$ cat src/ptt_pkg.sv
// package for the periodic timer table: word types, operation and status codes,
// controller states and the command/status structs between controller and datapath
// no dependencies
package ptt_pkg;

  // default number of timer slots
  localparam int TIMER_SLOTS_DEF = 16;

  // operation codes carried in the input word
  typedef enum logic [1:0] {
    OP_ADD     = 2'd0,
    OP_START   = 2'd1,
    OP_TICK    = 2'd2,
    OP_SERVICE = 2'd3
  } op_e;

  // result status codes
  typedef enum logic [1:0] {
    STS_OK     = 2'd0,
    STS_FULL   = 2'd1,
    STS_BAD_ID = 2'd2
  } sts_e;

  // controller states
  typedef enum logic [2:0] {
    S_IDLE,
    S_DECODE,
    S_START_WR,
    S_SCAN,
    S_FINISH
  } state_e;

  // input word
  typedef struct packed {
    logic [1:0]  operation;
    logic [3:0]  slot_id;
    logic [31:0] interval;
    logic [31:0] now;
  } ptt_in_t;

  // result word
  typedef struct packed {
    logic [1:0]  status;
    logic [3:0]  assigned_id;
    logic [15:0] fired_mask;
    logic [4:0]  timer_total;
  } ptt_out_t;

  // controller to datapath
  typedef struct packed {
    logic capture;
    logic decode;
    logic start_wr;
    logic scan_step;
    logic load_out;
  } ptt_cmd_t;

  // datapath to controller
  typedef struct packed {
    op_e  op;
    logic id_ok;
    logic scan_done;
    logic out_free;
  } ptt_stat_t;

endpackage

$ cat src/ptt_ctrl.sv
// controller for the periodic timer table: sequences add, start and the slot scans
// depends on ptt_pkg
module ptt_ctrl import ptt_pkg::*; (
  input  logic      clk_i,
  input  logic      rst_ni,
  input  logic      in_valid_i,
  output logic      in_ready_o,
  input  ptt_stat_t stat_i,
  output ptt_cmd_t  cmd_o
);

  state_e state_q, state_d;

  // state register
  always_ff @(posedge clk_i or negedge rst_ni) begin
    if (!rst_ni) begin
      state_q <= S_IDLE;
    end else begin
      state_q <= state_d;
    end
  end

  // next state and commands
  always_comb begin
    state_d    = state_q;
    cmd_o      = '0;
    in_ready_o = 1'b0;
    unique case (state_q)
      S_IDLE: begin
        in_ready_o = 1'b1;
        if (in_valid_i) begin
          cmd_o.capture = 1'b1;
          state_d       = S_DECODE;
        end
      end
      S_DECODE: begin
        cmd_o.decode = 1'b1;
        unique case (stat_i.op)
          OP_ADD:   state_d = S_FINISH;
          OP_START: state_d = stat_i.id_ok ? S_START_WR : S_FINISH;
          default:  state_d = S_SCAN;
        endcase
      end
      S_START_WR: begin
        cmd_o.start_wr = 1'b1;
        state_d        = S_FINISH;
      end
      S_SCAN: begin
        cmd_o.scan_step = 1'b1;
        if (stat_i.scan_done) begin
          state_d = S_FINISH;
        end
      end
      S_FINISH: begin
        cmd_o.load_out = 1'b1;
        if (stat_i.out_free) begin
          state_d = S_IDLE;
        end
      end
      default: state_d = S_IDLE;
    endcase
  end

endmodule

$ cat src/ptt_dp.sv
// datapath for the periodic timer table: interval and deadline memories, slot flags,
// scan pipeline, result accumulation and output register
// depends on ptt_pkg
module ptt_dp import ptt_pkg::*; #(
  parameter int TIMER_SLOTS = TIMER_SLOTS_DEF
) (
  input  logic      clk_i,
  input  logic      rst_ni,
  input  ptt_in_t   in_data_i,
  input  ptt_cmd_t  cmd_i,
  output ptt_stat_t stat_o,
  input  logic      out_ready_i,
  output logic      out_valid_o,
  output ptt_out_t  out_data_o
);

  localparam int IdxW = (TIMER_SLOTS > 1) ? $clog2(TIMER_SLOTS) : 1;
  localparam int CntW = $clog2(TIMER_SLOTS + 1);
  localparam int CmpW = (CntW > 4) ? CntW : 4;

  // timer tables, no reset
  logic [31:0] interval_mem [TIMER_SLOTS];
  logic [31:0] deadline_mem [TIMER_SLOTS];
  logic [31:0] ivl_rd_q, dl_rd_q;

  ptt_in_t          req_q;
  logic [CntW-1:0]  count_q;
  logic [TIMER_SLOTS-1:0] running_q, expired_q;
  logic [CntW-1:0]  rd_idx_q;
  logic             proc_vld_q;
  logic [IdxW-1:0]  proc_idx_q;
  logic [1:0]       sts_q;
  logic [3:0]       asg_q;
  logic [15:0]      mask_q;
  ptt_out_t         out_q;
  logic             out_vld_q;

  op_e             op;
  logic            full, id_ok, scan_more, add_wr, rd_en;
  logic [IdxW-1:0] id_idx, cnt_idx, rd_addr, dl_waddr;
  logic [31:0]     diff, rearm;
  logic            passed, run_p, exp_p, svc_hit, hit, dl_we;
  logic            out_free;

  // decode of the held word
  assign op        = op_e'(req_q.operation);
  assign full      = count_q >= CntW'(TIMER_SLOTS);
  assign id_ok     = CmpW'(req_q.slot_id) < CmpW'(count_q);
  assign scan_more = rd_idx_q < count_q;
  assign id_idx    = IdxW'(req_q.slot_id);
  assign cnt_idx   = count_q[IdxW-1:0];
  assign add_wr    = cmd_i.decode && (op == OP_ADD) && !full;

  // table read port, shared by start and the scan
  assign rd_addr = (op == OP_START) ? id_idx : rd_idx_q[IdxW-1:0];
  assign rd_en   = (cmd_i.decode && (op == OP_START)) || (cmd_i.scan_step && scan_more);

  // slot check on the word read last cycle
  assign diff    = dl_rd_q - req_q.now;
  assign passed  = (diff == 32'd0) || diff[31];
  assign run_p   = running_q[proc_idx_q];
  assign exp_p   = expired_q[proc_idx_q];
  assign svc_hit = run_p && exp_p;
  assign hit     = proc_vld_q &&
                   ((op == OP_TICK) ? (run_p && (exp_p || passed)) : svc_hit);

  // deadline write: start or re-arm on service
  assign rearm    = req_q.now + ivl_rd_q;
  assign dl_we    = cmd_i.start_wr || (proc_vld_q && (op == OP_SERVICE) && svc_hit);
  assign dl_waddr = cmd_i.start_wr ? id_idx : proc_idx_q;

  assign out_free = !out_vld_q || out_ready_i;

  // interval memory
  always_ff @(posedge clk_i) begin
    if (add_wr) begin
      interval_mem[cnt_idx] <= req_q.interval;
    end
    if (rd_en) begin
      ivl_rd_q <= interval_mem[rd_addr];
    end
  end

  // deadline memory
  always_ff @(posedge clk_i) begin
    if (dl_we) begin
      deadline_mem[dl_waddr] <= rearm;
    end
    if (rd_en) begin
      dl_rd_q <= deadline_mem[rd_addr];
    end
  end

  // slot count, flags and scan control
  always_ff @(posedge clk_i or negedge rst_ni) begin
    if (!rst_ni) begin
      count_q    <= '0;
      running_q  <= '0;
      expired_q  <= '0;
      rd_idx_q   <= '0;
      proc_vld_q <= 1'b0;
      out_vld_q  <= 1'b0;
    end else begin
      if (add_wr) begin
        running_q[cnt_idx] <= 1'b0;
        expired_q[cnt_idx] <= 1'b0;
        count_q            <= count_q + CntW'(1);
      end
      if (cmd_i.start_wr) begin
        running_q[id_idx] <= 1'b1;
      end
      if (proc_vld_q) begin
        if (op == OP_TICK) begin
          expired_q[proc_idx_q] <= exp_p || (run_p && passed);
        end else if (svc_hit) begin
          expired_q[proc_idx_q] <= 1'b0;
        end
      end
      if (cmd_i.decode) begin
        rd_idx_q   <= '0;
        proc_vld_q <= 1'b0;
      end else if (cmd_i.scan_step) begin
        proc_vld_q <= scan_more;
        if (scan_more) begin
          rd_idx_q <= rd_idx_q + CntW'(1);
        end
      end
      if (cmd_i.load_out && out_free) begin
        out_vld_q <= 1'b1;
      end else if (out_ready_i) begin
        out_vld_q <= 1'b0;
      end
    end
  end

  // held word, scan index and result fields
  always_ff @(posedge clk_i) begin
    if (cmd_i.capture) begin
      req_q  <= in_data_i;
      sts_q  <= STS_OK;
      asg_q  <= 4'd0;
      mask_q <= 16'd0;
    end
    if (cmd_i.decode && (op == OP_ADD)) begin
      if (full) begin
        sts_q <= STS_FULL;
      end else begin
        asg_q <= 4'(count_q);
      end
    end
    if (cmd_i.decode && (op == OP_START) && !id_ok) begin
      sts_q <= STS_BAD_ID;
    end
    if (cmd_i.scan_step && scan_more) begin
      proc_idx_q <= rd_idx_q[IdxW-1:0];
    end
    // slots above bit 15 are dropped from the mask
    for (int b = 0; b < 16; b++) begin
      if (hit && (int'(proc_idx_q) == b)) begin
        mask_q[b] <= 1'b1;
      end
    end
    if (cmd_i.load_out && out_free) begin
      out_q.status      <= sts_q;
      out_q.assigned_id <= asg_q;
      out_q.fired_mask  <= mask_q;
      out_q.timer_total <= 5'(count_q);
    end
  end

  // status to controller
  assign stat_o.op        = op;
  assign stat_o.id_ok     = id_ok;
  assign stat_o.scan_done = !scan_more && !proc_vld_q;
  assign stat_o.out_free  = out_free;

  assign out_valid_o = out_vld_q;
  assign out_data_o  = out_q;

endmodule

$ cat src/periodic_timer_table_core.sv
// periodic timer table: one word in, one result word out per operation; depends on ptt_pkg,
// ptt_ctrl and ptt_dp. add decodes and finishes; start decodes, writes the deadline when the
// slot id is valid, then finishes; tick and service scan the added timers one slot per cycle.
// one operation at a time, a new word is taken only in idle; a waiting result does not
// block input, but the next result waits in the controller's finish state for a free output.
// reset clears the slot count and flags; tables are undefined until written, no clearing pass.
module periodic_timer_table_core import ptt_pkg::*; #(
  parameter int TIMER_SLOTS = TIMER_SLOTS_DEF
) (
  input  logic     clk_i,
  input  logic     rst_ni,
  input  logic     in_valid_i,
  output logic     in_ready_o,
  input  ptt_in_t  in_data_i,
  output logic     out_valid_o,
  input  logic     out_ready_i,
  output ptt_out_t out_data_o
);

  ptt_cmd_t  cmd;
  ptt_stat_t stat;

  // sequencer
  ptt_ctrl u_ctrl (
    .clk_i      (clk_i),
    .rst_ni     (rst_ni),
    .in_valid_i (in_valid_i),
    .in_ready_o (in_ready_o),
    .stat_i     (stat),
    .cmd_o      (cmd)
  );

  // tables, flags and result
  ptt_dp #(
    .TIMER_SLOTS (TIMER_SLOTS)
  ) u_dp (
    .clk_i       (clk_i),
    .rst_ni      (rst_ni),
    .in_data_i   (in_data_i),
    .cmd_i       (cmd),
    .stat_o      (stat),
    .out_ready_i (out_ready_i),
    .out_valid_o (out_valid_o),
    .out_data_o  (out_data_o)
  );

endmodule
$ cat config.mk
export PLATFORM = sky130hd
export DESIGN_NAME = periodic_timer_table_core
export DESIGN_NICKNAME = d
export VERILOG_FILES = /design/src/ptt_pkg.sv /design/src/ptt_ctrl.sv /design/src/ptt_dp.sv /design/src/periodic_timer_table_core.sv
export SDC_FILE = /design/constraint.sdc
export NUM_CORES = 2
export LEC_CHECK = 0
export ABC_CLOCK_PERIOD_IN_PS = 15000
export BUFFER_PORTS_ARGS = -buffer_cell sky130_fd_sc_hd__buf_4
export CAP_MARGIN = 30
export CELL_PAD_IN_SITES_DETAIL_PLACEMENT = 1
export CELL_PAD_IN_SITES_GLOBAL_PLACEMENT = 2
export CORE_UTILIZATION = 35
export DETAILED_ROUTE_END_ITERATION = 16
export HOLD_SLACK_MARGIN = 0.12
export PLACE_DENSITY = 0.71
export SLEW_MARGIN = 40
export SYNTH_ARGS = -nofsm -noshare
export SYNTH_HDL_FRONTEND = slang
export SYNTH_HIERARCHICAL = 1
export SYNTH_SLANG_ARGS = --single-unit
$ cat constraint.sdc
create_clock -name clk_i -period 15 [get_ports clk_i]
set_clock_uncertainty 0.1 [all_clocks]
set_input_delay 1.5 -clock clk_i [delete_from_list [all_inputs] [get_ports clk_i]]
set_output_delay 1.5 -clock clk_i [all_outputs]
set_load 0.02 [all_outputs]
# Word level (Yosys, flattened, before mapping)
# Memory sizes are Yosys's and may differ from the RTL's. A register that Yosys moved wholly into a read port is not among the register bits.
# Cells that the tools add are included.
[word_totals]
regBits = 170
mem_bits_rw = 1024
input_bits = 74
output_inout_bits = 29
elab_cells = 182
n_memories = 2
[op_classes]
addsub = 4
n_lt_le_gt_ge = 9
eq_ne = 25
muxes = 50
bitwise_logic = 6
n_reduce_logical = 52
[memory_table]
columns = ["memory", "depth", "width", "read_ports", "rd_ports_with_merged_regs", "write_ports", "line", "text"]
rows = [
  ["u_dp.deadline_mem", 16, 32, 1, 1, 1, "ptt_dp.sv:23", "logic [31:0] deadline_mem [TIMER_SLOTS];"],
  ["u_dp.interval_mem", 16, 32, 1, 1, 1, "ptt_dp.sv:22", "logic [31:0] interval_mem [TIMER_SLOTS];"],
]
[op_table]
columns = ["cell", "count"]
rows = [
  ["16-bit 2-to-1 mux", 6],
  ["16-bit bitwise AND", 3],
  ["32-bit adder", 1],
  ["4-bit == test, second input constant", 8],
  ["1-bit logical AND", 32],
  ["32-bit zero test", 1],
  ["16-bit NOT", 2],
  ["32-bit subtractor", 1],
  ["1-bit 2-to-1 mux", 21],
  ["4-bit 2-to-1 mux", 5],
  ["16-bit bitwise mux", 1],
  ["4-bit by 3-bit == test with 1-bit output, second input constant", 4],
  ["16-bit bitwise OR", 1],
  ["4-bit by 5-bit less-than comparator with 1-bit output, second input constant", 3],
  ["5-bit 2-to-1 mux", 3],
  ["3-bit one-hot mux with 5 select lines", 1],
  ["1-bit demux with 4-bit select", 3],
  ["4-bit by 1-bit greater-or-equal comparator with 1-bit output, second input constant", 3],
  ["3-bit 2-to-1 mux", 4],
  ["5-bit by 1-bit adder with 5-bit output, second input constant", 2],
  ["1-bit binary-select mux with 4-bit select", 2],
  ["4-bit by 2-bit == test with 1-bit output, second input constant", 2],
  ["3-bit by 2-bit == test with 1-bit output, second input constant", 2],
  ["1-bit logical OR", 6],
  ["19 further kinds", 29],
]

# Depth between registers and ports, before layout
[depth]
ltp_word = 11
ltp_mapped = 14
ltp_nobuf = 13

# Cells and area by module
# The synthesis kept the hierarchy.
[modules_own_cells]
columns = ["mod", "n_inst", "cells_per_inst", "area_per_inst_um2", "seq_area_each_um2"]
rows = [
  ["ptt_dp", 1, 2776, 50778.7, 37245.7],
  ["ptt_ctrl", 1, 22, 195.2, 75.1],
]

# Worst setup path after synthesis
# OpenSTA, ideal clock, no wires.
[synth_path]
path_type = "register to register"
from = "register u_ctrl.state_q[2]"
to = "register u_dp.dl_rd_q[0], read port of u_dp.deadline_mem (enable)"
setup_time_ns = 0.575
arrival_time_ns = 5.481
t_required_ns = 14.325
path_slack_ns = 8.845
stages_incl_launch_ff = 6
path_buffers = 0
synth_period_minus_slack_ns = 6.155
path_cell_list = "dfrtp_1 > inv_1 > nand2_1 > nor2_1 > inv_1 > o21ai_0"
[synth_rtl]
columns = ["element", "line", "text"]
rows = [
  ["from (decl)", "ptt_ctrl.sv:12", "state_e state_q, state_d;"],
  ["from (signal assigned)", "ptt_ctrl.sv:19", "state_q <= state_d;"],
  ["to (decl)", "ptt_dp.sv:24", "logic [31:0] ivl_rd_q, dl_rd_q;"],
]

# Worst setup path after layout
[layout_path]
from = "register u_dp.req_q, in the netlist u_dp/op[1]"
to = "register u_dp.dl_rd_q[0], read port of u_dp.deadline_mem (data pin)"
[layout_between]
elab_chain_cells = 3
word_cells_on_any_way = 4
classes_between = "eq/ne: 1; mux: 1; reduce/logical: 2"
[layout_rtl]
columns = ["element", "line", "text"]
rows = [
  ["from (decl)", "ptt_dp.sv:26", "ptt_in_t req_q;"],
  ["from (signal assigned)", "ptt_dp.sv:139", "req_q <= in_data_i;"],
  ["2-bit by 1-bit == test with 1-bit output *", "ptt_dp.sv:55, ptt_dp.sv:56", ""],
  ["1-bit logical AND", "ptt_dp.sv:56", "assign rd_en = (cmd_i.decode && (op == OP_START)) || (cmd_i.scan_step && scan_more);"],
  ["1-bit logical OR", "ptt_dp.sv:56", ""],
]
# Mark *: on every way between the ends. The rest lies on a longest branch, timed or not.
# A chain may end at the register's enable or synchronous reset.

==> results_dict.tcl <==
set metrics [dict create \
    path_class "flop to flop" \
    initial_core_util 0.354 \
    n_fill_cell 14000 \
    grt_pass1_vias 27900 \
    dpl.hpwl_um 78000 \
    relSlewSlack 0.430 \
    post_cts_resized 0 \
    tns_ns 0 \
    wire_per_inst_um 27.5 \
    gr-total-overflow 0 \
    drv_slew 0 \
    numCtsBuffers 135 \
    syn_nets 2948 \
    reg2reg_depth 10 \
    io_buffers 102 \
    root_buffer "clkbuf_16" \
    maxCapViolCount 0 \
    yosys.cell_types.count 72 \
    peakVddDrop_mv 0.139 \
    syn_avg_cell_area_um2 18.2 \
    die_w_um 384 \
    period_minus_slack_ns 4.95 \
    hold_depth 0 \
    io_pins 103 \
    antenna_left 0 \
    grt_pass1_wl_um 197000 \
    core_area_um2 144000 \
    p_clk_frac 0.316 \
    drive_gt1_frac 0.235 \
    fin_nets 3120 \
    antenna_found_initial 8 \
    finalHoldViolCount 0 \
    cp_max_fo 47 \
    clk_pin_slew_worst_paths_ns 0.06 \
    cellPowerDensity_nw_per_um2 178 \
    postCtsSetupRepairBufs 0 \
    dr.pass1.iters 11 \
    violations "DRC" \
    synthFlopType "edfxtp_1" \
    end_kind "flop" \
    p_leak_nw 19.7 \
    die_area_um2 147000 \
    yosysSeqAreaShare 0.732 \
    first_iter_violations 2492 \
    synth-edff-count 1189 \
    p_int_mw 7.31 \
    cp.required_ns 15.38 \
    area_growth_pct 15.7 \
    synth_area_leaders "edfxtp_1, mux4_2, dfrtp_1" \
    setup_violations 0 \
    drt-total-wl_um 137000 \
    tritoncts "done" \
    clock-sinks 1258 \
    clockBufferDepth 3 \
    rsz0062_at_grt "false" \
    netSwitchingPower_mw 3.17 \
    pre_cts_ws_ns 9.97 \
    pwr-share-seq 0.459 \
    status "finished, violations left" \
    vias_per_cell 5.44 \
    grt.total_usage 0.187 \
    floorplan.die.height_um 384 \
    syn-cell-area_um2 51000 \
    fmax_mhz 202 \
    min_period_over_period 0.330 \
    synthCells 2798 \
    synth_top_area_cell "edfxtp_1" \
    gp_congestion 0.820 \
    swShare 0.303 \
    row_count 139 \
    cp-start-kind "flop" \
    holdBufCountCts 0 \
    async_flop_share 0.0374 \
    min_path_type "flop to flop" \
    synth-seq-cells 1258 \
    yosys_warnings 6 \
    vias 27100 \
    clk_latency_ns 0.78 \
    htreeDepth 4 \
    worstPathArrival_ns 5.33 \
    yosysTopAreaCellShare 0.700 \
    drc 12 \
    worstMarginPinSlew_ns 0.855 \
    setup_ws_ns 10.05 \
    grt_max_degree 73 \
    comb_power_share 0.224 \
]
## layout make-up
class / instances / area, um2 / share of cell area
antenna: 1 / 2.50 / 0.0000424
clock buffer: 164 / 3520 / 0.0596
inverter: 78 / 293 / 0.00496
multi-input combinational: 1324 / 13200 / 0.223
timing repair buffer: 173 / 1420 / 0.0240
tap: 1903 / 2380 / 0.0404
sequential: 1258 / 37300 / 0.633
clock inverter: 79 / 903 / 0.0153
## Yosys cell counts (all sizes together), types with 31 or more instances
cell type  number
buf            59
mux4          265
a211oi         73
xnor2          31
a31oi          71
edfxtp       1189
inv            78
o21ai          66
clkbuf         79
ha             74
nand2         229
nor2           65
dfrtp          47
a21oi          63
and2           73
## power groups by stage
stage	clock (mW)	sequential, mW	combinational [mW]
after floorplan	0	4.76	1.55
after global placement	0	4.89	2.26
after detailed placement	0	4.88	2.36
after CTS	3.39	4.81	2.37
after global routing	3.50	4.84	2.55
final	3.32	4.81	2.35
## worst paths after layout
path,from,slack [ns],end
setup / recovery,u_dp/op[1],10.05,u_dp/dl_rd_q[0]
hold / removal,u_dp/asg_q[2],0.33,u_dp/out_data_o[23]
setup reg to reg,u_dp/op[1],10.05,u_dp/dl_rd_q[0]
hold reg to reg,u_dp/asg_q[2],0.33,u_dp/out_data_o[23]
max in group asynchronous,rst_ni,13.66,u_dp/expired_q[1]
min in group asynchronous,rst_ni,0.65,u_ctrl/state_q[2]
## placed cells by master, fill, tap and decap left out, types with 16 or more instances in the layout
master	instances
mux4_2	265
and2_1	72
a31oi_1	70
clkbuf_1	27
ha_1	74
clkinv_2	21
nor2_1	46
nand4_1	16
edfxtp_1	1189
clkinv_1	24
o2bb2ai_1	16
clkbuf_16	136
nor2_4	18
buf_4	157
a211oi_1	73
nor2b_1	19
dfxtp_1	22
o211ai_1	21
inv_2	16
o21ai_0	55
inv_1	62
a21o_1	26
o21a_1	17
dfrtp_1	47
xnor2_2	16
a21oi_1	59
nand2_1	229
nand3_1	30
## metrics by stage
step | total power, mW | hold slack, ns | cells | cell area [um2] | util
after floorplan | 6.31 | 0.309 | 2798 | 51000 | -
after global placement | 7.15 | 0.321 | 4730 | 54200 | 0.377
after detailed placement | 7.24 | 0.315 | 4733 | 54500 | 0.378
after CTS | 10.6 | 0.328 | 4976 | 58900 | 0.409
after global routing | 10.9 | 0.335 | 4980 | 59000 | 0.410
final | 10.5 | 0.326 | 4980 | 59000 | 0.410
## metal layers
metal,GRT usage,wire (um),up-vias,share of wire
li1,-,-,11600,-
met5,0,0,-,0
met1,0.274,63200,14500,0.46
met3,0.0362,8430,174,0.061
met4,0.0502,2840,0,0.021
met2,0.286,62700,794,0.46
## sequential cells by signal (all words and copies together), names as in the netlist
register	cells
u_ctrl/state_q	3
u_dp/asg_q	4
u_dp/count_q	5
u_dp/deadline_mem	512
u_dp/dl_rd_q	32
u_dp/expired_q	16
u_dp/id_idx	4
u_dp/interval_mem	512
u_dp/ivl_rd_q	32
u_dp/mask_q	16
u_dp/op	2
u_dp/out_data_o	27
u_dp/out_valid_o	1
u_dp/proc_idx_q	4
u_dp/proc_vld_q	1
u_dp/rd_idx_q	5
u_dp/req_q	64
u_dp/running_q	16
u_dp/sts_q	2
## worst max-delay path, cell delays in order (launching register included)
cell      delay [ns]
edfxtp_1        0.45
inv_1           0.09
nand2_1         0.47
mux2i_4         0.51
buf_6           0.62
buf_6           0.59
buf_6           0.58
mux4_2          0.59
and2_1          0.18
a211oi_1        0.25
a31oi_1         0.08
## kinds of logic after synthesis
group / after synthesis / synth area share
AND/OR/NAND/NOR: 505 / 0.0475
AO/OA/AOI/OAI: 421 / 0.0567
XOR/XNOR: 46 / 0.00790
multiplexers: 276 / 0.119
flip-flops: 1258 / 0.732
buffers and inverters: 216 / 0.0175
adder cells (fa/ha/maj): 76 / 0.0189
Note: power is estimated with default switching activity, not from simulation.
